$ cat src/tbl5d_pkg.sv
`default_nettype none
package tbl5d_pkg;

  localparam int AXIS_NODES  = 16;
  localparam int TABLE_DEPTH = 4096;
  localparam int FRAC_BITS   = 16;

  localparam int NUM_AXES  = 5;
  localparam int NUM_CORNS = 1 << NUM_AXES;
  localparam int CORN_W    = NUM_AXES;
  localparam int NODE_AW   = $clog2(AXIS_NODES);
  localparam int NODE_CW   = $clog2(AXIS_NODES + 1);
  localparam int TABLE_AW  = $clog2(TABLE_DEPTH);
  localparam int FRAC_W    = FRAC_BITS + 1;
  localparam int FLAT_W    = NUM_AXES * NODE_CW + 1;
  localparam int CFG_W     = 5;
  localparam int CFG_IW    = 3;

  typedef enum logic [1:0] {
    MODE_NODE   = 2'd0,
    MODE_ENTRY  = 2'd1,
    MODE_LOOKUP = 2'd2,
    MODE_NONE   = 2'd3
  } mode_t;

  // Per-axis locate result
  typedef struct packed {
    logic [NODE_AW-1:0] cidx;
    logic [FRAC_W-1:0]  frac;
  } loc_res_t;

  // Clamp a node count register to the legal range
  function automatic logic [NODE_CW-1:0] node_count(input logic [CFG_W-1:0] r);
    logic [NODE_CW-1:0] n;
    if (int'(r) < 2) begin
      n = NODE_CW'(2);
    end else if (int'(r) > AXIS_NODES) begin
      n = NODE_CW'(AXIS_NODES);
    end else begin
      n = NODE_CW'(r);
    end
    return n;
  endfunction

endpackage
`default_nettype wire

$ cat src/tbl5d_lerp.sv
`default_nettype none
module tbl5d_lerp (
  input  wire logic                          clk,
  input  wire logic signed [31:0]            a,
  input  wire logic signed [31:0]            b,
  input  wire logic [tbl5d_pkg::FRAC_W-1:0]  t,
  output logic signed [31:0]                 y
);
  import tbl5d_pkg::*;

  localparam int PW = 33 + FRAC_W + 1;

  logic signed [32:0]     diff;
  logic signed [FRAC_W:0] ts;
  logic signed [PW-1:0]   prod;
  logic signed [PW-1:0]   sum;
  logic signed [31:0]     a_q;

  // Register the product of the difference and the fraction
  assign diff = $signed({b[31], b}) - $signed({a[31], a});
  assign ts   = $signed({1'b0, t});
  assign prod = PW'(diff) * PW'(ts);

  always_ff @(posedge clk) begin
    a_q <= a;
  end

  logic signed [PW-1:0] prod_q;
  always_ff @(posedge clk) begin
    prod_q <= prod;
  end

  // Floor shift, add, saturate to 32 bits
  assign sum = PW'(a_q) + (prod_q >>> FRAC_BITS);

  always_comb begin
    if (sum[PW-1:31] == '0 || sum[PW-1:31] == '1) begin
      y = sum[31:0];
    end else if (sum[PW-1]) begin
      y = 32'sh8000_0000;
    end else begin
      y = 32'sh7fff_ffff;
    end
  end
endmodule
`default_nettype wire

$ cat config.mk
export PLATFORM = sky130hd
export DESIGN_NAME = tbl5d_lerp
export DESIGN_NICKNAME = d
export VERILOG_FILES = /design/src/tbl5d_pkg.sv /design/src/tbl5d_lerp.sv
export SDC_FILE = /design/constraint.sdc
export NUM_CORES = 2
export LEC_CHECK = 0
export BUFFER_PORTS_ARGS = -buffer_cell sky130_fd_sc_hd__buf_4
export CORE_UTILIZATION = 30
export CTS_BUF_LIST = sky130_fd_sc_hd__clkbuf_8
export DETAILED_ROUTE_END_ITERATION = 8
export HOLD_SLACK_MARGIN = 0.12
export SLEW_MARGIN = 20
export SYNTH_ARGS = -nofsm -noshare
export SYNTH_HDL_FRONTEND = slang
export SYNTH_SLANG_ARGS = --single-unit
$ cat constraint.sdc
create_clock -name clk -period 15.2 [get_ports clk]
set_clock_uncertainty 0.2 [all_clocks]
set_input_delay 2.28 -clock clk [delete_from_list [all_inputs] [get_ports clk]]
set_output_delay 2.28 -clock clk [all_outputs]
set_load 0.02 [all_outputs]
## Yosys cells after proc, flatten, opt, wreduce, memory -nomap -nowiden

Cells that the tools add are included.

| word-level totals | value |
|---|---|
| register bits after elaboration | 83 |
| input bits | 82 |
| output and inout bits | 32 |
| word-level logic and storage cells | 10 |

| operators by class | value |
|---|---|
| add/sub/neg operators | 2 |
| multiply operators | 1 |
| equal/unequal tests | 1 |
| multiplexer cells | 2 |
| reductions and logical operators | 2 |

Operators with widths:

| cell | count |
|---|---|
| $mux 32 | 2 |
| $mul 33x18->51 | 1 |
| $add 32x35->36 | 1 |
| $sub 32x32->33 | 1 |
| $eq 20x20->1 const B | 1 |
| $logic_not 20->1 | 1 |
| $logic_or 1x1->1 | 1 |

## Logic depth before layout (Yosys ltp)

| depth | value |
|---|---|
| depth in word-level cells | 4 |
| mapped depth | 36 |
| depth with buffers taken out | 33 |

## Least setup slack after synthesis

No wires, ideal clock.

| path | value |
|---|---|
| path kind | input port to flip-flop |
| start point | input port b[0] |
| end point | register prod_q[46] |
| setup time | 0.127 ns |
| data arrival time | 9.727 ns |
| required time | 14.873 ns |
| slack | 5.146 ns |
| cell stages on the path | 32 |
| buffers on the path | 1 |
| path through | inv_1 > ha_1 > fa_1 > nor2b_1 > o21ai_0 > a21o_1 > a31o_2 > a21oi_1 > a221o_1 > a21oi_1 > xnor2_1 > clkbuf_1 > nand2_1 > fa_1 > fa_1 > fa_1 > inv_1 > fa_1 > fa_1 > inv_1 > fa_1 > inv_1 > ha_1 > inv_1 > o21ai_0 > a2111oi_0 > o211a_1 > o21ai_0 > a21bo_2 > a21oi_1 > o21ai_0 > xor2_1 |

| on the way | value |
|---|---|
| longest elaborated chain between the ends | 2 |

RTL lines:

| element | RTL line | source |
|---|---|---|
| start: declaration | tbl5d_lerp.sv:5 | `input wire logic signed [31:0] b,` |
| $sub 32x32->33 | tbl5d_lerp.sv:20 | `assign diff = $signed({b[31], b}) - $signed({a[31], a});` |
| $mul 33x18->51 | tbl5d_lerp.sv:22 | `assign prod = PW'(diff) * PW'(ts);` |
| net prod[46] | tbl5d_lerp.sv:15 | `logic signed [PW-1:0] prod;` |
| end signal: assignment | tbl5d_lerp.sv:30 | `prod_q <= prod;` |
| end: declaration | tbl5d_lerp.sv:28 | `logic signed [PW-1:0] prod_q;` |

The timed path passes the listed nets, and every way through them passes these cells.

## Final worst setup path

| path | value |
|---|---|
| start point | input port a[1] |
| end point | register prod_q[44] |

| on the way | value |
|---|---|
| longest elaborated chain between the ends | 2 |

RTL lines:

| element | RTL line | source |
|---|---|---|
| start: declaration | tbl5d_lerp.sv:4 | `input wire logic signed [31:0] a,` |
| $sub 32x32->33 | tbl5d_lerp.sv:20 |  |
| $mul 33x18->51 | tbl5d_lerp.sv:22 |  |
| net prod[44] | tbl5d_lerp.sv:15 |  |

The timed path passes the listed nets, and every way through them passes these cells.

==> results.ini <==
[floorplan]
initial_core_util = 0.3026
chipHeight_um = 294.8
fp.dieW_um = 294.8
die_area_um2 = 86920
io_pins = 114
row_count = 107
core_um2 = 85010

[critical_path]
path_max_fanout = 17
criticalPathCategory = in -> reg
arrival_ns = 11.17
slowest_stage = xor2_2
startpoint = a[1]
critical_path.startpoint_type = primary input
critPathMaxStageDelay_ns = 0.78
crit_required_ns = 15.29
cpMostUsedCell = fa_1
end_kind = flip-flop

[clock_tree]
cts_tree = done
cts-buffers-inserted = 9
hold_buffers = 0
clk_pin_slew_ns = 0.10
cts_sinks = 67
cts-root-buf = clkbuf_8
htree_num_levels = 3
cts_setup_buffers = 0
clockBufferDepth = 2
cts_resized = 0

[synthesis]
synthesis.nets = 3850
syn-instance-count = 3048
synth-edff-count = 0
yosysSeqAreaShare = 0.05214
ys.flop_type = dfxtp_1
ys_ff_latch = 67
yosys_warnings = 0
syn_area_um2 = 25720
async_flop_share = 0
netlist-cell-type-count = 82
synth_top_area_cell = fa_1
synth_top_area_share = 0.4171
synth_area_leaders = fa_1, inv_1, ha_1, nand2_1, dfxtp_1
syn_avg_cell_area_um2 = 8.440

[global_routing]
grt_pass1_vias = 21210
grt_overflow = 0
grt_antenna_before_repair = 7
gr-usage-all-layers = 0.1770
grt_max_degree = 70
grt_pass1_wl_um = 118800

[drt]
dr.pass1.iters = 5
vias = 20340
wirelength_um = 74800
post_drt_wl_per_cell_um = 17.81
ant_nets = 0
drtIter0Drc = 1292
drc = 0
avgViaCountPerCell = 4.844

[hold_path]
worstHoldPathType = in -> reg
hold_start = a[26]

[cells_and_area]
nNetsFinal = 3852
syn2layout_area_growth_pct = 8.303
antenna_cells = 0
drive_gt1_frac = 0.06776
fillers = 9016

[sta]
slew_violations = 0
rsz0062_at_grt = no
fin_tns_setup_ns = 0
setup_violations = 0
worst_pin_slew_ns = 0.9870
max-slew-margin-rel = 0.3380
fin_crit_sh = 0.7288
period_minus_slack_ns = 11.08
timing_hold_violations_final = 0
max_freq_mhz = 90.27

[flow_run]
drv_cap = 0

[placement]
place_congestion = 0.9012
place_hpwl_um = 57820
port_buffers = 113

[outcome]
outcome = completed

critical path: cells and delay by family:
| family | cells | cell delay, ns |
|---|---|---|
| XOR/XNOR | 2 | 0.93 |
| adder cells (fa/ha/maj) | 8 | 3.66 |
| AND/OR/NAND/NOR | 3 | 0.57 |
| AO/OA/AOI/OAI | 11 | 3.43 |
| buffers and inverters | 5 | 0.29 |
synthesized netlist by cell type (4+ instances only):
library cell and n:
o31ai_1 4, mux2i_1 8, a21boi_0 4, or2_2 4, nor2_1 61, and4_1 5
mux2_2 11, dfxtp_1 67, a21oi_1 122, xnor2_1 56, fa_1 536, o21bai_1 17
a2111oi_0 5, o21ai_0 52, nand4_1 19, a221oi_1 6, nand3_1 51, a311oi_1 12
nor3_1 18, nor4_1 13, ha_1 184, o21ai_1 15, nor2b_1 41, or3_1 8
clkbuf_1 129, a211oi_1 10, buf_2 20, inv_1 678, o221ai_1 14, and3_1 21
nand2b_1 33, or4_1 6, nand2_1 430, o21a_1 12, a21o_1 48, o211ai_1 13
a31oi_1 16, xor2_1 34, and2_1 196
state kept, by name (all words and copies together) (netlist names):
name and flops:
a_q 32, prod_q 35
cell usage in the layout (no fill, tap or decap), types with 16 or more instances in the layout:
cell | synthesis | routed
a21o_1 | 48 | 48
nand4_1 | 19 | 19
xnor2_1 | 56 | 55
nand2_1 | 430 | 430
and2_1 | 196 | 196
a21oi_1 | 122 | 122
ha_1 | 184 | 183
buf_4 | 1 | 147
o21ai_0 | 52 | 52
nand2b_1 | 33 | 33
nand3_1 | 51 | 51
xor2_1 | 34 | 33
fa_1 | 536 | 536
inv_1 | 678 | 678
nor2_1 | 61 | 60
nor3_1 | 18 | 17
and3_1 | 21 | 21
dfxtp_1 | 67 | 67
nor2b_1 | 41 | 41
o21bai_1 | 17 | 17
a31oi_1 | 16 | 16
through the flow:
step	cells	instance area [µm²]	utilization	hold WS (ns)	worst slack, ns
2_1_floorplan	3048	25720	-	2.108	5.146
3_3_place_gp	4183	27650	0.3253	2.195	3.756
3_5_place_dp	4183	27650	0.3253	2.196	3.701
4_1_cts	4199	27860	0.3277	1.766	4.080
5_1_grt	4199	27860	0.3277	1.769	3.309
6_report	4199	27860	0.3277	1.793	4.123
per-layer routing:
metal,wire length [µm],up-vias,global-route usage
met3,4057,93,0.02187
met1,33580,10320,0.2387
met2,35630,569,0.3007
met4,1502,6,0.04027
li1,-,9355,-
met5,35,-,0
area by class of cell:
| cell class | instances | area, µm² | share of cell area |
|---|---|---|---|
| multi-input combinational | 2146 | 21230 | 0.7619 |
| inverter | 679 | 2549 | 0.09148 |
| tap | 1144 | 1431 | 0.05138 |
| sequential | 67 | 1341 | 0.04814 |
| timing repair buffer | 147 | 1104 | 0.03961 |
| clock buffer | 9 | 123.9 | 0.004446 |
| clock inverter | 7 | 83.83 | 0.003009 |
kinds of logic after synthesis:
logic type / after synthesis / synth area share
AOI/OAI and AO/OA: 389 / 0.1007
and+or+nand+nor: 927 / 0.1774
adders and majority gates: 720 / 0.5066
buffers and inverters: 835 / 0.1239
muxes: 19 / 0.007928
xor gates and xnor gates: 91 / 0.03127
DFF: 67 / 0.05214
path summary, 6_finish.rpt:
| path | end | slack, ns | cells past startpoint |
|---|---|---|---|
| worst max-delay path | prod_q[44]$_DFF_P_ | 4.12 | 29 |
| worst min-delay path | a_q[26]$_DFF_P_ | 1.79 | 1 |
Power is not shown: default switching activity piles up to over one toggle a cycle in this logic, so the estimate is an artifact.
