<file path="src/tbl5d_pkg.sv">
`default_nettype none
package tbl5d_pkg;

  localparam int AXIS_NODES  = 16;
  localparam int TABLE_DEPTH = 4096;
  localparam int FRAC_BITS   = 16;

  localparam int NUM_AXES  = 5;
  localparam int NUM_CORNS = 1 << NUM_AXES;
  localparam int CORN_W    = NUM_AXES;
  localparam int NODE_AW   = $clog2(AXIS_NODES);
  localparam int NODE_CW   = $clog2(AXIS_NODES + 1);
  localparam int TABLE_AW  = $clog2(TABLE_DEPTH);
  localparam int FRAC_W    = FRAC_BITS + 1;
  localparam int FLAT_W    = NUM_AXES * NODE_CW + 1;
  localparam int CFG_W     = 5;
  localparam int CFG_IW    = 3;

  typedef enum logic [1:0] {
    MODE_NODE   = 2'd0,
    MODE_ENTRY  = 2'd1,
    MODE_LOOKUP = 2'd2,
    MODE_NONE   = 2'd3
  } mode_t;

  // Per-axis locate result
  typedef struct packed {
    logic [NODE_AW-1:0] cidx;
    logic [FRAC_W-1:0]  frac;
  } loc_res_t;

  // Clamp a node count register to the legal range
  function automatic logic [NODE_CW-1:0] node_count(input logic [CFG_W-1:0] r);
    logic [NODE_CW-1:0] n;
    if (int'(r) < 2) begin
      n = NODE_CW'(2);
    end else if (int'(r) > AXIS_NODES) begin
      n = NODE_CW'(AXIS_NODES);
    end else begin
      n = NODE_CW'(r);
    end
    return n;
  endfunction

endpackage
`default_nettype wire

</file>
<file path="src/tbl5d_locate.sv">
`default_nettype none
module tbl5d_locate (
  input  wire logic                           clk,
  input  wire logic                           rst,
  input  wire logic                           wr_en,
  input  wire logic [tbl5d_pkg::NODE_AW-1:0]  wr_addr,
  input  wire logic signed [31:0]             wr_data,
  input  wire logic                           start,
  input  wire logic signed [31:0]             coord,
  input  wire logic [tbl5d_pkg::NODE_CW-1:0]  n,
  output logic                                busy,
  output tbl5d_pkg::loc_res_t                 res
);
  import tbl5d_pkg::*;

  localparam int DCW = $clog2(FRAC_BITS + 1);

  typedef enum logic [2:0] {
    L_IDLE, L_SWEEP, L_CLASS, L_FETCH0, L_FETCH1, L_FETCH2, L_DIV
  } lstate_t;

  lstate_t              state;
  logic signed [31:0]   nmem [AXIS_NODES];
  logic signed [31:0]   rdata;
  logic [NODE_AW-1:0]   rd_addr;
  logic [NODE_CW-1:0]   k;
  logic [NODE_CW-1:0]   p;
  logic [NODE_AW-1:0]   icnt;
  logic signed [31:0]   val;
  logic signed [31:0]   lo0;
  logic signed [31:0]   last;
  logic signed [31:0]   nlo;
  logic signed [32:0]   num;
  logic signed [32:0]   den;
  logic [32:0]          rem;
  logic [32:0]          dvs;
  logic [33:0]          rem2;
  logic [FRAC_BITS-1:0] q;
  logic [DCW-1:0]       dcnt;

  assign busy = (state != L_IDLE);
  assign p    = k - NODE_CW'(1);
  assign num  = $signed({val[31], val}) - $signed({nlo[31], nlo});
  assign den  = $signed({rdata[31], rdata}) - $signed({nlo[31], nlo});
  assign rem2 = {rem, 1'b0};

  // Pick the node read address
  always_comb begin
    unique case (state)
      L_SWEEP:  rd_addr = k[NODE_AW-1:0];
      L_FETCH0: rd_addr = icnt;
      L_FETCH1: rd_addr = NODE_AW'(icnt + 1'b1);
      default:  rd_addr = '0;
    endcase
  end

  // Node store: write on load, registered read
  always_ff @(posedge clk) begin
    if (wr_en) begin
      nmem[wr_addr] <= wr_data;
    end
    rdata <= nmem[rd_addr];
  end

  // Sweep, clamp at the ends, fetch the cell nodes, divide
  always_ff @(posedge clk) begin
    if (rst) begin
      state <= L_IDLE;
    end else begin
      unique case (state)
        L_IDLE: begin
          if (start) begin
            val   <= coord;
            k     <= '0;
            icnt  <= '0;
            state <= L_SWEEP;
          end
        end
        L_SWEEP: begin
          if (k != '0) begin
            if (p == '0) lo0 <= rdata;
            if (p == n - NODE_CW'(1)) last <= rdata;
            if (p != '0 && p < n - NODE_CW'(1) && rdata < val) icnt <= icnt + 1'b1;
          end
          k <= k + 1'b1;
          if (k == n) state <= L_CLASS;
        end
        L_CLASS: begin
          if (val <= lo0) begin
            res.cidx <= '0;
            res.frac <= '0;
            state    <= L_IDLE;
          end else if (val >= last) begin
            res.cidx <= NODE_AW'(n - NODE_CW'(2));
            res.frac <= FRAC_W'(1) << FRAC_BITS;
            state    <= L_IDLE;
          end else begin
            state <= L_FETCH0;
          end
        end
        L_FETCH0: state <= L_FETCH1;
        L_FETCH1: begin
          nlo   <= rdata;
          state <= L_FETCH2;
        end
        L_FETCH2: begin
          res.cidx <= icnt;
          if (num <= 0 || den <= 0) begin
            res.frac <= '0;
            state    <= L_IDLE;
          end else if (num >= den) begin
            res.frac <= FRAC_W'(1) << FRAC_BITS;
            state    <= L_IDLE;
          end else begin
            rem   <= num;
            dvs   <= den;
            q     <= '0;
            dcnt  <= DCW'(FRAC_BITS);
            state <= L_DIV;
          end
        end
        L_DIV: begin
          if (rem2 >= {1'b0, dvs}) begin
            rem <= 33'(rem2 - {1'b0, dvs});
            q   <= {q[FRAC_BITS-2:0], 1'b1};
          end else begin
            rem <= rem2[32:0];
            q   <= {q[FRAC_BITS-2:0], 1'b0};
          end
          dcnt <= dcnt - 1'b1;
          if (dcnt == DCW'(1)) begin
            res.frac <= {1'b0, q[FRAC_BITS-2:0], (rem2 >= {1'b0, dvs})};
            state    <= L_IDLE;
          end
        end
        default: state <= L_IDLE;
      endcase
    end
  end
endmodule
`default_nettype wire

</file>
<file path="config.mk">
export PLATFORM = sky130hd
export DESIGN_NAME = tbl5d_locate
export DESIGN_NICKNAME = d
export VERILOG_FILES = /design/src/tbl5d_pkg.sv /design/src/tbl5d_locate.sv
export SDC_FILE = /design/constraint.sdc
export NUM_CORES = 1
export LEC_CHECK = 0
export BUFFER_PORTS_ARGS = -buffer_cell sky130_fd_sc_hd__buf_2
export CORE_UTILIZATION = 45
export DETAILED_ROUTE_END_ITERATION = 12
export PLACE_DENSITY = 0.66
export SETUP_SLACK_MARGIN = 0.3
export SYNTH_ARGS = -nofsm -noshare
export SYNTH_HDL_FRONTEND = slang
export SYNTH_SLANG_ARGS = --single-unit
</file>
<file path="constraint.sdc">
create_clock -name clk -period 8.2 [get_ports clk]
set_input_delay 1.64 -clock clk [delete_from_list [all_inputs] [get_ports clk]]
set_output_delay 1.64 -clock clk [all_outputs]
set_load 0.02 [all_outputs]
</file>
# Word level (Yosys, flattened, before mapping)
# Memories as Yosys holds them, arrays and structs flattened. A register that Yosys moved wholly into a read port is not among the register bits.
# Cells that the tools add are included.
dict set report word_totals {
  regBits 247
  ramBits 512
  input_bits 77
  output_inout_bits 22
  word_cells 110
  mem_count 1
}
# name depth word_bits read_ports rd_ports_with_merged_regs write_ports line
set mem_list {}
lappend mem_list {nmem 16 32 1 1 1 tbl5d_locate.sv:23} ;# logic signed [31:0] nmem [AXIS_NODES];
dict set report op_classes {
  add_sub_neg 9
  n_lt_le_gt_ge 8
  eq_ne 18
  muxes 35
  n_bitwise 3
  reduce_logical 23
}
# cell n
set ops {}
lappend ops {{33-bit 2-to-1 mux} 3}
lappend ops {{33-bit by 1-bit less-or-equal comparator with 1-bit output, second input constant} 2}
lappend ops {{33-bit case mux with 2 select lines} 1}
lappend ops {{32-bit by 32-bit subtractor with 33-bit output} 2}
lappend ops {{17-bit 2-to-1 mux} 3}
lappend ops {{17-bit case mux with 3 select lines} 1}
lappend ops {{21-bit 2-to-1 mux} 2}
lappend ops {{34-bit by 33-bit greater-or-equal comparator with 1-bit output} 1}
lappend ops {{33-bit greater-or-equal comparator} 1}
lappend ops {{33-bit subtractor} 1}
lappend ops {{32-bit greater-or-equal comparator} 1}
lappend ops {{32-bit less-or-equal comparator} 1}
lappend ops {{32-bit < comparator} 1}
lappend ops {{15-bit 2-to-1 mux} 2}
lappend ops {{15-bit case mux with 2 select lines} 1}
lappend ops {{3-bit case mux with 7 select lines} 1}
lappend ops {{5-bit case mux with 2 select lines} 2}
lappend ops {{4-bit case mux with 2 select lines} 2}
lappend ops {{4-bit AND reduction} 4}
lappend ops {{3-bit 2-to-1 mux} 5}
lappend ops {{5-bit 2-to-1 mux} 3}
lappend ops {{5-bit by 1-bit subtractor with 5-bit output, second input constant} 3}
lappend ops {{2-bit != test, second input constant} 7}
lappend ops {{4-bit 2-to-1 mux} 3}
lappend ops {{24 further kinds} 43}

# Depth between registers and ports, before layout
dict set report logic_depth {
  ltp_word 7
  depth_mapped 23
  mapped_depth_nobuf 23
}

# Worst setup path before layout
# No wires, ideal clock.
dict set report synth_path {
  kind {register to register}
  from {reg val[0]}
  to {reg dcnt[0], enable pin}
  setup_time_ns 0.543
  arrival_ns 7.886
  required_time_ns 7.657
  slack_ns -0.229
  path_stages_with_launch 23
  n_path_buf 0
  synth_period_minus_slack_ns 8.429
  cell_sequence {edfxtp_1 -> inv_1 -> ha_1 -> inv_1 -> fa_1 -> a21o_1 -> a221oi_4 -> o311ai_4 -> o2111ai_1 -> a22oi_1 -> xnor2_1 -> ha_1 -> a21oi_1 -> nor2b_1 -> o21ai_0 -> nand2b_1 -> a21oi_1 -> nor2b_1 -> o21ai_0 -> o311ai_0 -> o21ai_0 -> nor2_1 -> a211oi_1}
}
dict set report synth_between {
  elab_chain_len 5
  word_cells_on_any_way 7
  cone_classes {1 x add/sub; 2 x order compare; 2 x eq/ne; 2 x reduce/logical}
}
# element line
set synth_rtl {}
lappend synth_rtl {{from (decl)} tbl5d_locate.sv:29} ;# logic signed [31:0] val;
lappend synth_rtl {{from (signal assigned)} tbl5d_locate.sv:73} ;# val <= coord;
lappend synth_rtl {{32-bit by 32-bit subtractor with 33-bit output (*)} tbl5d_locate.sv:43} ;# assign num = $signed({val[31], val}) - $signed({nlo[31], nlo});
lappend synth_rtl {{33-bit by 1-bit less-or-equal comparator with 1-bit output} tbl5d_locate.sv:108} ;# if (num <= 0 || den <= 0) begin
lappend synth_rtl {{1-bit logical OR} tbl5d_locate.sv:108}
lappend synth_rtl {{2-bit != test (no source line)} n/a}
lappend synth_rtl {{4-bit AND reduction (no source line) (*)} n/a}
lappend synth_rtl {{to (signal assigned)} tbl5d_locate.sv:118} ;# dcnt <= DCW'(FRAC_BITS);
lappend synth_rtl {{to (signal assigned)} tbl5d_locate.sv:130} ;# dcnt <= dcnt - 1'b1;
lappend synth_rtl {{to (decl)} tbl5d_locate.sv:39} ;# logic [DCW-1:0] dcnt;
# Every way passes the cells marked *; elsewhere a longest branch is shown, timed or not.
# A chain may end at the register's enable or synchronous reset.

# Worst setup path in the final report
dict set report layout_path {
  from {reg val[0]}
  to {reg rem[29], enable pin}
}
dict set report layout_between {
  elab_chain_len 5
  word_cells_on_any_way 7
  cone_classes {1 x add/sub; 2 x order compare; 2 x eq/ne; 2 x reduce/logical}
}
# element line
set layout_rtl {}
lappend layout_rtl {{32-bit by 32-bit subtractor with 33-bit output (*)} tbl5d_locate.sv:43}
lappend layout_rtl {{33-bit by 1-bit less-or-equal comparator with 1-bit output} tbl5d_locate.sv:108}
lappend layout_rtl {{1-bit logical OR} tbl5d_locate.sv:108}
lappend layout_rtl {{2-bit != test (no source line)} n/a}
lappend layout_rtl {{4-bit AND reduction (no source line) (*)} n/a}
lappend layout_rtl {{to (signal assigned)} tbl5d_locate.sv:115} ;# rem <= num;
lappend layout_rtl {{to (signal assigned)} tbl5d_locate.sv:124} ;# rem <= 33'(rem2 - {1'b0, dvs});
lappend layout_rtl {{to (signal assigned)} tbl5d_locate.sv:127} ;# rem <= rem2[32:0];
lappend layout_rtl {{to (decl)} tbl5d_locate.sv:35} ;# logic [32:0] rem;
# Marks and branches as above.

==> flow_summary.yaml <==
outcome:
  outcome: "completed"
timing:
  worst_pin_slew_ns: 1.07
  setup_viol: 0
  finalClockSkew_ns: 0.0319
  fin_crit_ns: 6.21
  period_share_pct: 75.7
  rsz0062_at_grt: "false"
  max_slew_margin_pct: 28.1
  fmax_ghz: 0.161
  hold_violations: 0
  hold_ws_ns: 0.478
  tns_ns: 0
  finalMaxSlewViolations: 0
yosys:
  syn_avg_cell_area_sq_um: 11.8
  synth_top_area_share_pct: 57.3
  synth_area_leaders: "edfxtp_1 57%, ha_1 7.5%, a211oi_1 3.5%, nand2_1 3.5%, a21oi_1 2.6%"
  synth-seq-cells: 791
  syn_area_sq_mm: 0.0396
  yosysWarnings: 0
  yosys.area_share.simple_pct: 11.9
  synth_top_area_cell: "edfxtp_1"
  synth.distinct_cells: 86
  synth_top_family_by_area: "compound AO/OA/AOI/OAI gates"
  synthFlopType: "edfxtp_1"
  synthCells: 3367
  yosys.area_share.xor_xnor_pct: 1.70
  synth_fa_ha_area_share_pct: 7.70
  yosysSeqAreaShare_pct: 59.0
  synth_fp_nets: 3686
  synth-compound-area-share_pct: 15.1
  muxShareOfSynthArea_pct: 0.660
  async_flop_share_pct: 0
  synth_edf_count: 756
global_route:
  grt_antenna_before_repair: 16
  grtUsageTotal_pct: 21.2
  grt_pass1_wl_um: 147000
  grt_pass1_vias: 25200
  grt_max_degree: 163
  grt-ovfl-total: 0
setup_path:
  r2r_cells: 23
  critPathRequiredTime_ns: 8.45
  worstSetupStartpoint: "val[0]$_DFFE_PP_"
  path_class: "register to register"
  reg2reg_from: "val[0]$_DFFE_PP_"
  path_max_fanout: 53
  cp-start-kind: "register"
  r2r-end: "rem[29]$_DFFE_PP_"
  reg2reg_slack_ns: 1.99
  crit_end: "rem[29]$_DFFE_PP_"
  crit_path_end_kind: "register"
  crit_arrival_ns: 6.46
clocking:
  clk_pin_slew_ns: 0.06
  cts_root_buffer: "clkbuf_16"
  cts_tree: "done"
  post_cts_buffers: 0
  cts-resized-gates: 0
  cts.hold.buffers_added: 0
  worstSkewPairLatency_ns: 0.65
  htreeDepth: 3
  cts_made_buffers: 85
  clock-sinks: 791
  clockBufferDepth: 3
finish:
  drive_gt1_share_pct: 9.32
  diodes: 0
  final_nets: 3747
  syn_to_final_growth_pct: 11.6
  final_common_cell: "edfxtp_1"
  mostFrequentLayoutCells: "756 x edfxtp_1, 365 x nand2_1, 239 x ha_1"
  final_core_util_pct: 50.9
floorplanning:
  die-area_sq_mm: 0.0893
  ios: 99
  start_util_pct: 45.6
  die_x_um: 299
  coreArea_sq_mm: 0.0870
  rows: 108
  die_y_um: 299
worst_hold_path:
  hold_path.class: "register to register"
route:
  num_vias: 26400
  wl_per_cell_um: 20.7
  viasPerCell: 5.68
  drt.antenna.violating_nets: 0
  first_pass_iters: 6
  drc: 0
  finalWirelength_um: 96300
  drtIter0Drc: 2251
pwr:
  p_leak_nw: 16.6
  ir_worst_vdd_uv: 217
  power_mw: 10.5
  powerDensity_mw_per_mm2: 237
placement:
  place_hpwl_um: 61200
  gp_congestion: 0.891
  io_buffers: 98
job:
  cap_violations: 0
[critical path, stage by stage, from the launching register on]
cell,delay (ns)
edfxtp_1,0.39
inv_1,0.13
ha_1,0.18
inv_1,0.05
fa_1,0.40
a21o_1,0.22
a221oi_4,0.37
o311ai_4,0.21
o2111ai_1,0.50
a22oi_1,0.18
xnor2_1,0.29
ha_1,0.30
a21oi_1,0.17
nor2b_1,0.06
o21ai_0,0.14
nand2b_1,0.07
a21oi_1,0.15
nor2b_1,0.06
o21ai_0,0.22
o311ai_0,0.19
o21ai_0,0.54
nor2_1,0.15
a211oi_4,0.23
buf_4,0.61
[stage by stage]
step                instances  area, sq um  setup slack [ns]
finish                   4653        44300              1.99
global route             4653        44300              1.61
CTS                      4653        44300              2.00
detailed placement       4496        41400              2.01
global placement         4496        41400              2.03
floorplan                3367        39600              1.60
[cell type report]
class / instances / area (sq um)
clock buffers: 109 / 2300
clock inverters: 48 / 514
inverters: 237 / 890
flip-flops and latches: 791 / 23400
multi-input cells: 2180 / 14900
fillers: 7626 / 42800
repair buffers: 133 / 791
well taps: 1155 / 1450
[flip-flops by register name (all words and copies together), names as in the netlist]
register	flops
dcnt	5
dvs	33
icnt	4
k	5
last	32
lo0	32
nlo	32
nmem	512
q	15
rdata	32
rem	33
res	21
state	3
val	32
[worst min-delay path by stage]
stage,from,to,slack [ns],depth (start not counted)
6_report,rdata[0]$_DFF_P_,last[0]$_DFFE_PP_,0.48,0
3_3_place_gp,rdata[0]$_DFF_P_,nlo[0]$_DFFE_PP_,0.47,0
3_5_place_dp,rdata[0]$_DFF_P_,nlo[0]$_DFFE_PP_,0.49,0
5_1_grt,rdata[0]$_DFF_P_,lo0[0]$_DFFE_PP_,0.51,0
4_1_cts,rdata[0]$_DFF_P_,last[0]$_DFFE_PP_,0.48,0
2_1_floorplan,rdata[0]$_DFF_P_,last[0]$_DFFE_PP_,0.44,0
[metal layers]
metal / track usage [%] / routed length (um) / share of wire, % / vias up
met5: 0 / 70 / 0.073 / -
met4: 6.46 / 2850 / 3.0 / 12
met3: 3.15 / 5340 / 5.5 / 172
met2: 35.1 / 45800 / 48 / 719
met1: 28.9 / 42200 / 44 / 12800
li1: - / - / - / 12800
[cells by family (layout without fill, tap and decap cells)]
kind of cell	count (synthesis)	in the layout
multiplexers	26	26
buffers and inverters	396	527
adder cells (fa/ha/maj)	242	242
flip-flops	791	791
AND/OR/NAND/NOR	959	959
AO/OA/AOI/OAI	877	877
XOR/XNOR	76	76
[synthesized netlist by cell type, types with 35 or more instances]
| master | instances |
|---|---|
| inv_1 | 237 |
| ha_1 | 239 |
| o21a_1 | 36 |
| a31oi_1 | 75 |
| dfxtp_1 | 35 |
| a21oi_1 | 203 |
| nand3_1 | 51 |
| a211oi_1 | 184 |
| clkbuf_1 | 138 |
| a21o_1 | 73 |
| nor3_1 | 44 |
| xnor2_1 | 52 |
| edfxtp_1 | 756 |
| nand2_1 | 366 |
| nand4_1 | 47 |
| and3_1 | 50 |
| and2_1 | 144 |
| nor2_1 | 128 |
| o21ai_0 | 105 |
| a311oi_1 | 70 |
[where the power goes]
part           switching (mW)  internal (mW)
clock network            1.60           2.19
registers               0.143           4.63
logic                    1.23          0.706
Note: power is estimated with default switching activity, not from simulation.
